File: config.mk
export PLATFORM = sky130hd
export DESIGN_NAME = sha256_stream_hasher_core
export DESIGN_NICKNAME = d
export VERILOG_FILES = /design/src/sv/shs_pkg.sv /design/src/sv/shs_front.sv /design/src/sv/shs_blkq.sv /design/src/sv/shs_back.sv /design/src/sv/sha256_stream_hasher_core.sv
export SDC_FILE = /design/constraint.sdc
export NUM_CORES = 2
export LEC_CHECK = 0
export ABC_AREA = 0
export BUFFER_PORTS_ARGS = -buffer_cell sky130_fd_sc_hd__buf_2
export CELL_PAD_IN_SITES_DETAIL_PLACEMENT = 1
export CELL_PAD_IN_SITES_GLOBAL_PLACEMENT = 2
export CORE_MARGIN = 2
export CORE_UTILIZATION = 40
export DETAILED_ROUTE_END_ITERATION = 8
export GPL_TIMING_DRIVEN = 0
export PLACE_DENSITY_LB_ADDON = 0.1
export SYNTH_ARGS = -nofsm -noshare
export SYNTH_HDL_FRONTEND = slang
export SYNTH_SLANG_ARGS = --single-unit
File: constraint.sdc
create_clock -name clk -period 38 [get_ports clk]
set_clock_uncertainty 0.2 [all_clocks]
set_input_delay 7.6 -clock clk [delete_from_list [all_inputs] [get_ports clk]]
set_output_delay 7.6 -clock clk [all_outputs]
set_load 0.01 [all_outputs]
File: src/sv/shs_pkg.sv
// ----------------------------------------------------------------------------
// SHA-256 stream hasher package
// Shared types, round constants, initial hash values and the SHA-256 mixing
// functions.
// ----------------------------------------------------------------------------
package shs_pkg;

    localparam int unsigned BLK_BITS = 512;
    localparam int unsigned QDEPTH   = 2;

    localparam logic [7:0] PAD_MARKER = 8'h80;
    localparam logic [5:0] LEN_POS    = 6'd56;
    localparam logic [5:0] BLK_END    = 6'd63;
    localparam logic [2:0] WORD_END   = 3'd7;

    typedef enum logic [1:0] {
        F_IDLE,
        F_MARK,
        F_FILL,
        F_LEN
    } front_state_t;

    typedef enum logic [1:0] {
        B_IDLE,
        B_ROUND,
        B_ADD,
        B_OUT
    } back_state_t;

    // One 64-byte block, first message byte in the top bits.
    typedef struct packed {
        logic                  msg_end;
        logic [BLK_BITS-1:0]   data;
    } blk_t;

    localparam logic [31:0] ROUND_K [64] = '{
        32'h428a2f98, 32'h71374491, 32'hb5c0fbcf, 32'he9b5dba5,
        32'h3956c25b, 32'h59f111f1, 32'h923f82a4, 32'hab1c5ed5,
        32'hd807aa98, 32'h12835b01, 32'h243185be, 32'h550c7dc3,
        32'h72be5d74, 32'h80deb1fe, 32'h9bdc06a7, 32'hc19bf174,
        32'he49b69c1, 32'hefbe4786, 32'h0fc19dc6, 32'h240ca1cc,
        32'h2de92c6f, 32'h4a7484aa, 32'h5cb0a9dc, 32'h76f988da,
        32'h983e5152, 32'ha831c66d, 32'hb00327c8, 32'hbf597fc7,
        32'hc6e00bf3, 32'hd5a79147, 32'h06ca6351, 32'h14292967,
        32'h27b70a85, 32'h2e1b2138, 32'h4d2c6dfc, 32'h53380d13,
        32'h650a7354, 32'h766a0abb, 32'h81c2c92e, 32'h92722c85,
        32'ha2bfe8a1, 32'ha81a664b, 32'hc24b8b70, 32'hc76c51a3,
        32'hd192e819, 32'hd6990624, 32'hf40e3585, 32'h106aa070,
        32'h19a4c116, 32'h1e376c08, 32'h2748774c, 32'h34b0bcb5,
        32'h391c0cb3, 32'h4ed8aa4a, 32'h5b9cca4f, 32'h682e6ff3,
        32'h748f82ee, 32'h78a5636f, 32'h84c87814, 32'h8cc70208,
        32'h90befffa, 32'ha4506ceb, 32'hbef9a3f7, 32'hc67178f2
    };

    localparam logic [31:0] HASH_IV [8] = '{
        32'h6a09e667, 32'hbb67ae85, 32'h3c6ef372, 32'ha54ff53a,
        32'h510e527f, 32'h9b05688c, 32'h1f83d9ab, 32'h5be0cd19
    };

    function automatic logic [31:0] rotr(input logic [31:0] x, input int unsigned n);
        return (x >> n) | (x << (32 - n));
    endfunction

    function automatic logic [31:0] big_sigma0(input logic [31:0] x);
        return rotr(x, 2) ^ rotr(x, 13) ^ rotr(x, 22);
    endfunction

    function automatic logic [31:0] big_sigma1(input logic [31:0] x);
        return rotr(x, 6) ^ rotr(x, 11) ^ rotr(x, 25);
    endfunction

    function automatic logic [31:0] small_sigma0(input logic [31:0] x);
        return rotr(x, 7) ^ rotr(x, 18) ^ (x >> 3);
    endfunction

    function automatic logic [31:0] small_sigma1(input logic [31:0] x);
        return rotr(x, 17) ^ rotr(x, 19) ^ (x >> 10);
    endfunction

endpackage

File: src/sv/shs_front.sv
// ----------------------------------------------------------------------------
// SHA-256 stream hasher front end
// Shifts message bytes into a block register, counts message bits, appends
// marker, zero fill and length at end of message, and pushes full blocks.
// ----------------------------------------------------------------------------
module shs_front
(
    input  logic             clk,
    input  logic             rst_n,
    input  logic             s_tvalid,
    output logic             s_tready,
    input  logic [7:0]       s_tdata,   // [7:0] data_byte
    input  logic             s_tuser,   // [0] has_byte
    input  logic             s_tlast,   // is_last
    output logic             push,
    output shs_pkg::blk_t    push_blk,
    input  logic             q_full
);
    import shs_pkg::*;

    front_state_t          state_reg, state_next;
    logic [5:0]            cnt_reg, cnt_next;
    logic [63:0]           bitcnt_reg;
    logic [BLK_BITS-1:0]   blk_reg;

    logic                  stall;
    logic                  accept;
    logic                  shift_en;
    logic [7:0]            shift_byte;
    logic [7:0]            len_byte;

    // a shift that completes a block needs room in the queue
    assign stall    = (cnt_reg == BLK_END) && q_full;
    assign accept   = s_tvalid && s_tready;
    assign cnt_next = shift_en ? cnt_reg + 6'd1 : cnt_reg;
    assign len_byte = bitcnt_reg[{3'd7 - cnt_reg[2:0], 3'b000} +: 8];

    always_comb
    begin
        state_next = state_reg;
        unique case (state_reg)
            F_IDLE:
            begin
                if (accept && s_tlast)
                    state_next = F_MARK;
            end
            F_MARK, F_FILL:
            begin
                if (shift_en)
                    state_next = (cnt_next == LEN_POS) ? F_LEN : F_FILL;
            end
            F_LEN:
            begin
                if (shift_en && cnt_reg == BLK_END)
                    state_next = F_IDLE;
            end
            default: state_next = F_IDLE;
        endcase
    end

    always_comb
    begin
        s_tready   = 1'b0;
        shift_en   = 1'b0;
        shift_byte = 8'h00;
        unique case (state_reg)
            F_IDLE:
            begin
                s_tready   = !stall;
                shift_en   = accept && s_tuser;
                shift_byte = s_tdata;
            end
            F_MARK:
            begin
                shift_en   = !stall;
                shift_byte = PAD_MARKER;
            end
            F_FILL:
            begin
                shift_en   = !stall;
                shift_byte = 8'h00;
            end
            F_LEN:
            begin
                shift_en   = !stall;
                shift_byte = len_byte;
            end
            default:
            begin
                shift_en   = 1'b0;
            end
        endcase
    end

    assign push             = shift_en && (cnt_reg == BLK_END);
    assign push_blk.msg_end = (state_reg == F_LEN);
    assign push_blk.data    = {blk_reg[BLK_BITS-9:0], shift_byte};

    always_ff @(posedge clk or negedge rst_n)
    begin
        if (!rst_n)
        begin
            state_reg  <= F_IDLE;
            cnt_reg    <= '0;
            bitcnt_reg <= '0;
        end
        else
        begin
            state_reg <= state_next;
            cnt_reg   <= cnt_next;
            if (state_reg == F_IDLE && accept && s_tuser)
                bitcnt_reg <= bitcnt_reg + 64'd8;
            else if (push && state_reg == F_LEN)
                bitcnt_reg <= '0;
        end
    end

    always_ff @(posedge clk)
    begin
        if (shift_en)
            blk_reg <= push_blk.data;
    end

    // length bytes only ever fill the last eight places of a block
    assert property (@(posedge clk) disable iff (!rst_n)
        (state_reg == F_LEN) |-> (cnt_reg >= LEN_POS))
        else $error("length byte outside the tail of the block");

endmodule

File: src/sv/shs_blkq.sv
// ----------------------------------------------------------------------------
// SHA-256 block queue
// Short queue of full 64-byte blocks between the front end and the
// compression engine.
// ----------------------------------------------------------------------------
module shs_blkq
(
    input  logic             clk,
    input  logic             rst_n,
    input  logic             push,
    input  shs_pkg::blk_t    push_blk,
    output logic             full,
    input  logic             pop,
    output shs_pkg::blk_t    pop_blk,
    output logic             empty
);
    import shs_pkg::*;

    localparam int unsigned PTR_W = (QDEPTH > 1) ? $clog2(QDEPTH) : 1;
    localparam int unsigned CNT_W = $clog2(QDEPTH + 1);

    blk_t               mem_reg [QDEPTH];
    logic [PTR_W-1:0]   wr_ptr_reg, rd_ptr_reg;
    logic [CNT_W-1:0]   count_reg;

    assign full    = (count_reg == CNT_W'(QDEPTH));
    assign empty   = (count_reg == '0);
    assign pop_blk = mem_reg[rd_ptr_reg];

    function automatic logic [PTR_W-1:0] ptr_inc(input logic [PTR_W-1:0] p);
        return (p == PTR_W'(QDEPTH - 1)) ? '0 : p + PTR_W'(1);
    endfunction

    always_ff @(posedge clk or negedge rst_n)
    begin
        if (!rst_n)
        begin
            wr_ptr_reg <= '0;
            rd_ptr_reg <= '0;
            count_reg  <= '0;
        end
        else
        begin
            if (push)
                wr_ptr_reg <= ptr_inc(wr_ptr_reg);
            if (pop)
                rd_ptr_reg <= ptr_inc(rd_ptr_reg);
            if (push && !pop)
                count_reg <= count_reg + CNT_W'(1);
            else if (pop && !push)
                count_reg <= count_reg - CNT_W'(1);
        end
    end

    always_ff @(posedge clk)
    begin
        if (push)
            mem_reg[wr_ptr_reg] <= push_blk;
    end

    assert property (@(posedge clk) disable iff (!rst_n) push |-> !full)
        else $error("block pushed into a full queue");

    assert property (@(posedge clk) disable iff (!rst_n) pop |-> !empty)
        else $error("block popped from an empty queue");

endmodule

File: src/sv/shs_back.sv
// ----------------------------------------------------------------------------
// SHA-256 compression engine
// Runs one round a cycle over a popped block, folds the result into the
// chaining value and streams the digest out word by word after the last block.
// ----------------------------------------------------------------------------
module shs_back
(
    input  logic             clk,
    input  logic             rst_n,
    output logic             pop,
    input  shs_pkg::blk_t    pop_blk,
    input  logic             q_empty,
    output logic             m_tvalid,
    input  logic             m_tready,
    output logic [39:0]      m_tdata,   // [31:0] digest_word, [34:32] word_index
    output logic             m_tlast    // digest_last
);
    import shs_pkg::*;

    back_state_t    state_reg, state_next;
    logic [5:0]     round_reg;
    logic [2:0]     idx_reg;
    logic           msg_end_reg;
    logic [31:0]    h_reg [8];
    logic [31:0]    v_reg [8];
    logic [31:0]    w_reg [16];

    logic [31:0]    t1, t2, w_new, choose, major;
    logic           out_beat;

    assign choose = (v_reg[4] & v_reg[5]) ^ (~v_reg[4] & v_reg[6]);
    assign major  = (v_reg[0] & v_reg[1]) ^ (v_reg[0] & v_reg[2]) ^ (v_reg[1] & v_reg[2]);
    assign t1     = v_reg[7] + big_sigma1(v_reg[4]) + choose + ROUND_K[round_reg] + w_reg[0];
    assign t2     = big_sigma0(v_reg[0]) + major;
    assign w_new  = small_sigma1(w_reg[14]) + w_reg[9] + small_sigma0(w_reg[1]) + w_reg[0];

    always_comb
    begin
        state_next = state_reg;
        unique case (state_reg)
            B_IDLE:
            begin
                if (!q_empty)
                    state_next = B_ROUND;
            end
            B_ROUND:
            begin
                if (round_reg == BLK_END)
                    state_next = B_ADD;
            end
            B_ADD:
            begin
                state_next = msg_end_reg ? B_OUT : B_IDLE;
            end
            B_OUT:
            begin
                if (m_tready && idx_reg == WORD_END)
                    state_next = B_IDLE;
            end
            default: state_next = B_IDLE;
        endcase
    end

    always_comb
    begin
        pop      = 1'b0;
        m_tvalid = 1'b0;
        unique case (state_reg)
            B_IDLE:  pop      = !q_empty;
            B_OUT:   m_tvalid = 1'b1;
            default:
            begin
                pop      = 1'b0;
                m_tvalid = 1'b0;
            end
        endcase
    end

    assign out_beat = m_tvalid && m_tready;
    assign m_tdata  = {5'b0, idx_reg, h_reg[0]};
    assign m_tlast  = (idx_reg == WORD_END);

    always_ff @(posedge clk or negedge rst_n)
    begin
        if (!rst_n)
        begin
            state_reg <= B_IDLE;
            round_reg <= '0;
            idx_reg   <= '0;
            for (int i = 0; i < 8; i++)
                h_reg[i] <= HASH_IV[i];
        end
        else
        begin
            state_reg <= state_next;
            if (state_reg == B_ROUND)
                round_reg <= round_reg + 6'd1;
            if (state_reg == B_ADD)
            begin
                for (int i = 0; i < 8; i++)
                    h_reg[i] <= h_reg[i] + v_reg[i];
            end
            else if (out_beat)
            begin
                // rotate the digest out and the initial values in behind it
                for (int i = 0; i < 7; i++)
                    h_reg[i] <= h_reg[i + 1];
                h_reg[7] <= HASH_IV[idx_reg];
                idx_reg  <= idx_reg + 3'd1;
            end
        end
    end

    always_ff @(posedge clk)
    begin
        if (pop)
        begin
            msg_end_reg <= pop_blk.msg_end;
            for (int i = 0; i < 16; i++)
                w_reg[i] <= pop_blk.data[BLK_BITS - 1 - 32 * i -: 32];
            for (int i = 0; i < 8; i++)
                v_reg[i] <= h_reg[i];
        end
        else if (state_reg == B_ROUND)
        begin
            for (int i = 0; i < 15; i++)
                w_reg[i] <= w_reg[i + 1];
            w_reg[15] <= w_new;
            v_reg[7]  <= v_reg[6];
            v_reg[6]  <= v_reg[5];
            v_reg[5]  <= v_reg[4];
            v_reg[4]  <= v_reg[3] + t1;
            v_reg[3]  <= v_reg[2];
            v_reg[2]  <= v_reg[1];
            v_reg[1]  <= v_reg[0];
            v_reg[0]  <= t1 + t2;
        end
    end

    assert property (@(posedge clk) disable iff (!rst_n)
        (state_reg == B_ROUND && round_reg == BLK_END) |=> (state_reg == B_ADD))
        else $error("compression did not stop after the last round");

    assert property (@(posedge clk) disable iff (!rst_n)
        (out_beat && m_tlast) |=> (state_reg == B_IDLE && idx_reg == '0))
        else $error("digest output did not close after the eighth word");

endmodule

File: src/sv/sha256_stream_hasher_core.sv
// Input: one beat a cycle while bytes are buffered; held off during end-of-message
// padding and when a block completes with the two-entry block queue full.
// End of message: the front end shifts in marker, zero fill and length bytes.
// Compression: per block a load, 64 rounds and the chaining add; this round
// loop sets sustained throughput. Digest: 8 output beats after the last block.
// Reset (rst_n low, asynchronous) empties the queue and loads the initial hash.
// ----------------------------------------------------------------------------
// SHA-256 stream hasher
// Byte stream in, eight big-endian digest words out per message.
// ----------------------------------------------------------------------------
module sha256_stream_hasher_core
(
    input  logic          clk,
    input  logic          rst_n,
    input  logic          s_tvalid,
    output logic          s_tready,
    input  logic [7:0]    s_tdata,   // [7:0] data_byte
    input  logic          s_tuser,   // [0] has_byte
    input  logic          s_tlast,   // is_last
    output logic          m_tvalid,
    input  logic          m_tready,
    output logic [39:0]   m_tdata,   // [31:0] digest_word, [34:32] word_index
    output logic          m_tlast    // digest_last
);
    import shs_pkg::*;

    logic   push, pop, q_full, q_empty;
    blk_t   push_blk, pop_blk;

    shs_front u_front
    (
        .clk      (clk),
        .rst_n    (rst_n),
        .s_tvalid (s_tvalid),
        .s_tready (s_tready),
        .s_tdata  (s_tdata),
        .s_tuser  (s_tuser),
        .s_tlast  (s_tlast),
        .push     (push),
        .push_blk (push_blk),
        .q_full   (q_full)
    );

    shs_blkq u_blkq
    (
        .clk      (clk),
        .rst_n    (rst_n),
        .push     (push),
        .push_blk (push_blk),
        .full     (q_full),
        .pop      (pop),
        .pop_blk  (pop_blk),
        .empty    (q_empty)
    );

    shs_back u_back
    (
        .clk      (clk),
        .rst_n    (rst_n),
        .pop      (pop),
        .pop_blk  (pop_blk),
        .q_empty  (q_empty),
        .m_tvalid (m_tvalid),
        .m_tready (m_tready),
        .m_tdata  (m_tdata),
        .m_tlast  (m_tlast)
    );

endmodule
==> results.md <==
- RSZ-0062 raised after global routing: no
- Worst path required time: around 38 ns
- Clock Tree Buf Depth: 4
- Async S/R FF share, synth: between 10% and 20%
- Seq cells post-synth: 2639
- First-pass GRT wire length: ~650000 um
- Netlist cell types: 85
- Placed wire-length estimate: about 350000 um
- Fmax: between 0.07 and 0.08 GHz
- Core area: 311900 um2
- Worst-Skew Late Latency: 0.92 ns
- Final Critical Period: around 14 ns
- Count of clock tree sinks: approximately 2600
- Largest net degree at the start of global routing: about 90
- Syn avg cell area: 12.58 um2
- Area Growth Syn to Fin: 13.77%
- Hold_buf cts: 0
- Worst path arrival time: 14.14 ns
- CP delay by family, top: compound AO/OA/AOI/OAI gates
- Share of cells above drive strength 1: under 10%
- Leading register cell type out of synthesis: edfxtp_1
- Routed WL per cell: just over 30 um
- DR vias: roughly 84000
- Actual slew at the worst max-slew pin: approximately 1.6 ns
- Largest family of logic cells by synthesized area: compound AO/OA/AOI/OAI gates
- Overall Global Routing Usage: 28.77%
- Post-CTS Setup Repair Bufs: 0
- DR iter-0 viols: 7191
- Post-Syn Instances: ~10000
- Largest register FFs: a little over 1000
- Vias per cell: roughly 5.7
- Worst slew margin: -9.559%
- Crit end category: flip-flop
- Final setup viols: 0
- Nets: roughly 11000
- Die Span X: 564.0 um
- Ys Warns: 0
- Status: finished with violations
- Die footprint: between 300000 and 400000 um2
- Initial Util: roughly 40%
- Synth Area in Simple Gates: 8.466%
- Compound-gate portion of the synthesized area: 10.61%
- CTS-repair resized insts: 0
- CTS clock-pin slew for the worst setup and hold paths: about 0.060 ns
- Number of synthesized flops with an enable pin: approximately 2300
- Max_cap viols: 4
- I/O Buffers: 51
- CTS tree: done
- Mux cell area share after synthesis: about 5.1%
- Initial antenna violation count: 25
- Htree depth: 5
- Total CTS buffers: roughly 300
- DIE HEIGHT: roughly 560 um
- Fin crit share: a little over a third
- Total Wirelength: ~460000 um
- Crit path max-delay cell type: xor2_1
- GRT overflow: 0
- Row cnt: about 200
- Gpl congestion: about 0.93
- DRC errors left: 0
- Setup Crit Path Kind: flip-flop to flip-flop
- Netlist Area Pre-Place: 125500 um2
- Crit path launch type: flip-flop
- Inst Count DP: about 14000
- Hold Crit Class: flip-flop to flip-flop
- Final Instance Count excl. Fillers: around 15000
- Final Hold Viols: 0
- Fin. max-slew vios: 33
- Adder-cell share of the synthesized area: roughly 7.4%
- Crit Path Max Fanout: 14
- Failing checks: max-capacitance violations, max-slew violations
- Antenna viol nets, final: 0
- Most used cell, CP: o21ai_0
- Xor/xnor cell area share of the yosys netlist: under 10%
- Total negative setup slack: 0 ns
- Slowest cell delay on critical path: ~0.90 ns
- Vias in the first global route: slightly below 90000
- Sequential area share after synthesis: about three fifths
- Root Driver: clkbuf_16
- Io pins: 57
- CP bufs+invs: 7
- Detailed Routing Iterations Pass 1: 6
through the flow:
| stage | utilization (%) | hold slack (ns) | worst slack (ns) | cell area [um2] |
|---|---|---|---|---|
| 2_1_floorplan | - | 0.2215 | 9.019 | 125500 |
| 3_3_place_gp | 41.97 | 0.2219 | -6.667 | 130900 |
| 3_5_place_dp | 42.62 | 0.2350 | 24.23 | 132900 |
| 4_1_cts | 45.76 | 0.2346 | 24.22 | 142700 |
| 5_1_grt | 45.76 | 0.2415 | 23.82 | 142700 |
| 6_report | 45.76 | 0.2253 | 24.22 | 142700 |
layout make-up:
type | count | area (um2)
fill | 32324 | 169200
sequential | 2639 | 77710
multi-input combinational | 6528 | 44650
clock buffer | 382 | 8011
tap | 4140 | 5180
timing repair buffer | 130 | 2178
buffer | 518 | 2098
clock inverter | 172 | 1772
inverter | 295 | 1112
antenna | 6 | 15.01
cells in the final DEF (no fill, tap or decap), types with 46 or more instances in the layout:
master | netlist | routed
clkbuf_1 | 432 | 489
o211ai_1 | 57 | 57
edfxtp_1 | 2299 | 2299
fa_1 | 195 | 195
o21bai_1 | 51 | 51
clkinv_1 | 5 | 61
o21ai_0 | 933 | 933
xnor2_1 | 395 | 389
clkinv_2 | 0 | 48
nand2b_1 | 65 | 65
dfstp_2 | 136 | 136
mux2_2 | 46 | 46
nor3_1 | 76 | 75
mux2i_1 | 551 | 551
nand3_1 | 144 | 144
buf_2 | 1 | 51
nor2b_1 | 59 | 59
buf_16 | 0 | 58
buf_1 | 48 | 48
a31oi_1 | 118 | 118
dfrtp_1 | 204 | 204
ha_1 | 409 | 409
and3_1 | 56 | 56
nand2_1 | 1640 | 1639
a211oi_1 | 70 | 70
xor2_1 | 179 | 178
a21oi_1 | 385 | 384
a21o_1 | 184 | 184
inv_1 | 289 | 289
nor2_1 | 334 | 334
a22oi_1 | 107 | 107
clkbuf_16 | 0 | 305
cell usage after synthesis (all sizes together), types with 57 or more instances:
library cell	n	area share (%)
edfxtp	2299	55
nand2	1640	4.9
o21ai	943	3.8
mux2i	551	4.4
clkbuf	432	1.3
ha	409	4.1
xnor2	395	2.8
a21oi	386	1.5
nor2	334	1.0
inv	290	0.87
dfrtp	204	4.1
fa	195	3.1
a21o	184	1.1
xor2	179	1.2
nand3	144	0.57
dfstp	136	2.8
a31oi	118	0.59
a22oi	107	0.64
buf	86	0.37
nor3	76	0.30
a211oi	71	0.43
nand2b	65	0.32
nor2b	59	0.29
o211ai	57	0.34
worst register-to-register path, delay by kind of cell (launching register included):
kind,cells,cell delay [ns]
buf+inv,7,2.21
flops,1,0.61
fa+ha+maj,7,3.42
compound gates,14,4.10
simple gates,8,1.72
xor+xnor,3,1.24
per-layer routing:
layer | part of all wire (%) | routed length (um) | vias to the layer above | GRT usage [%]
met1 | 44 | 201800 | 43774 | 39.30
met4 | 3.3 | 15390 | 4 | 8.624
li1 | - | - | 37305 | -
met5 | 0.0065 | 30 | - | 0
met2 | 48 | 219800 | 2378 | 47.53
met3 | 5.3 | 24600 | 589 | 4.127
path summary, 6_finish.rpt:
path                                 startpoint                      to  slack, ns  cells after the start
max reg2reg                 u_back.round_reg[0]     u_back.v_reg[0][31]      24.22                     39
max in group asynchronous                 rst_n       u_back.h_reg[200]      29.75                      3
min                        u_front.blk_reg[431]  u_blkq.mem_reg[0][439]       0.23                      0
max                         u_back.round_reg[0]     u_back.v_reg[0][31]      24.22                     39
min reg2reg                u_front.blk_reg[431]  u_blkq.mem_reg[0][439]       0.23                      0
min in group asynchronous                 rst_n        u_back.h_reg[42]       6.45                      1
logic make-up (layout without fill, tap and decap cells):
logic type      after synthesis  after routing
fa+ha+maj                   626            626
xor+xnor                    574            574
buf+inv                     813           1497
mux                         611            611
other cells                   1             11
simple gates               2517           2517
flops                      2639           2639
compound gates             2195           2195
Power is left out: the tool's default activity adds up to more than one toggle a clock period on the data nets, which glitch-free logic cannot reach.
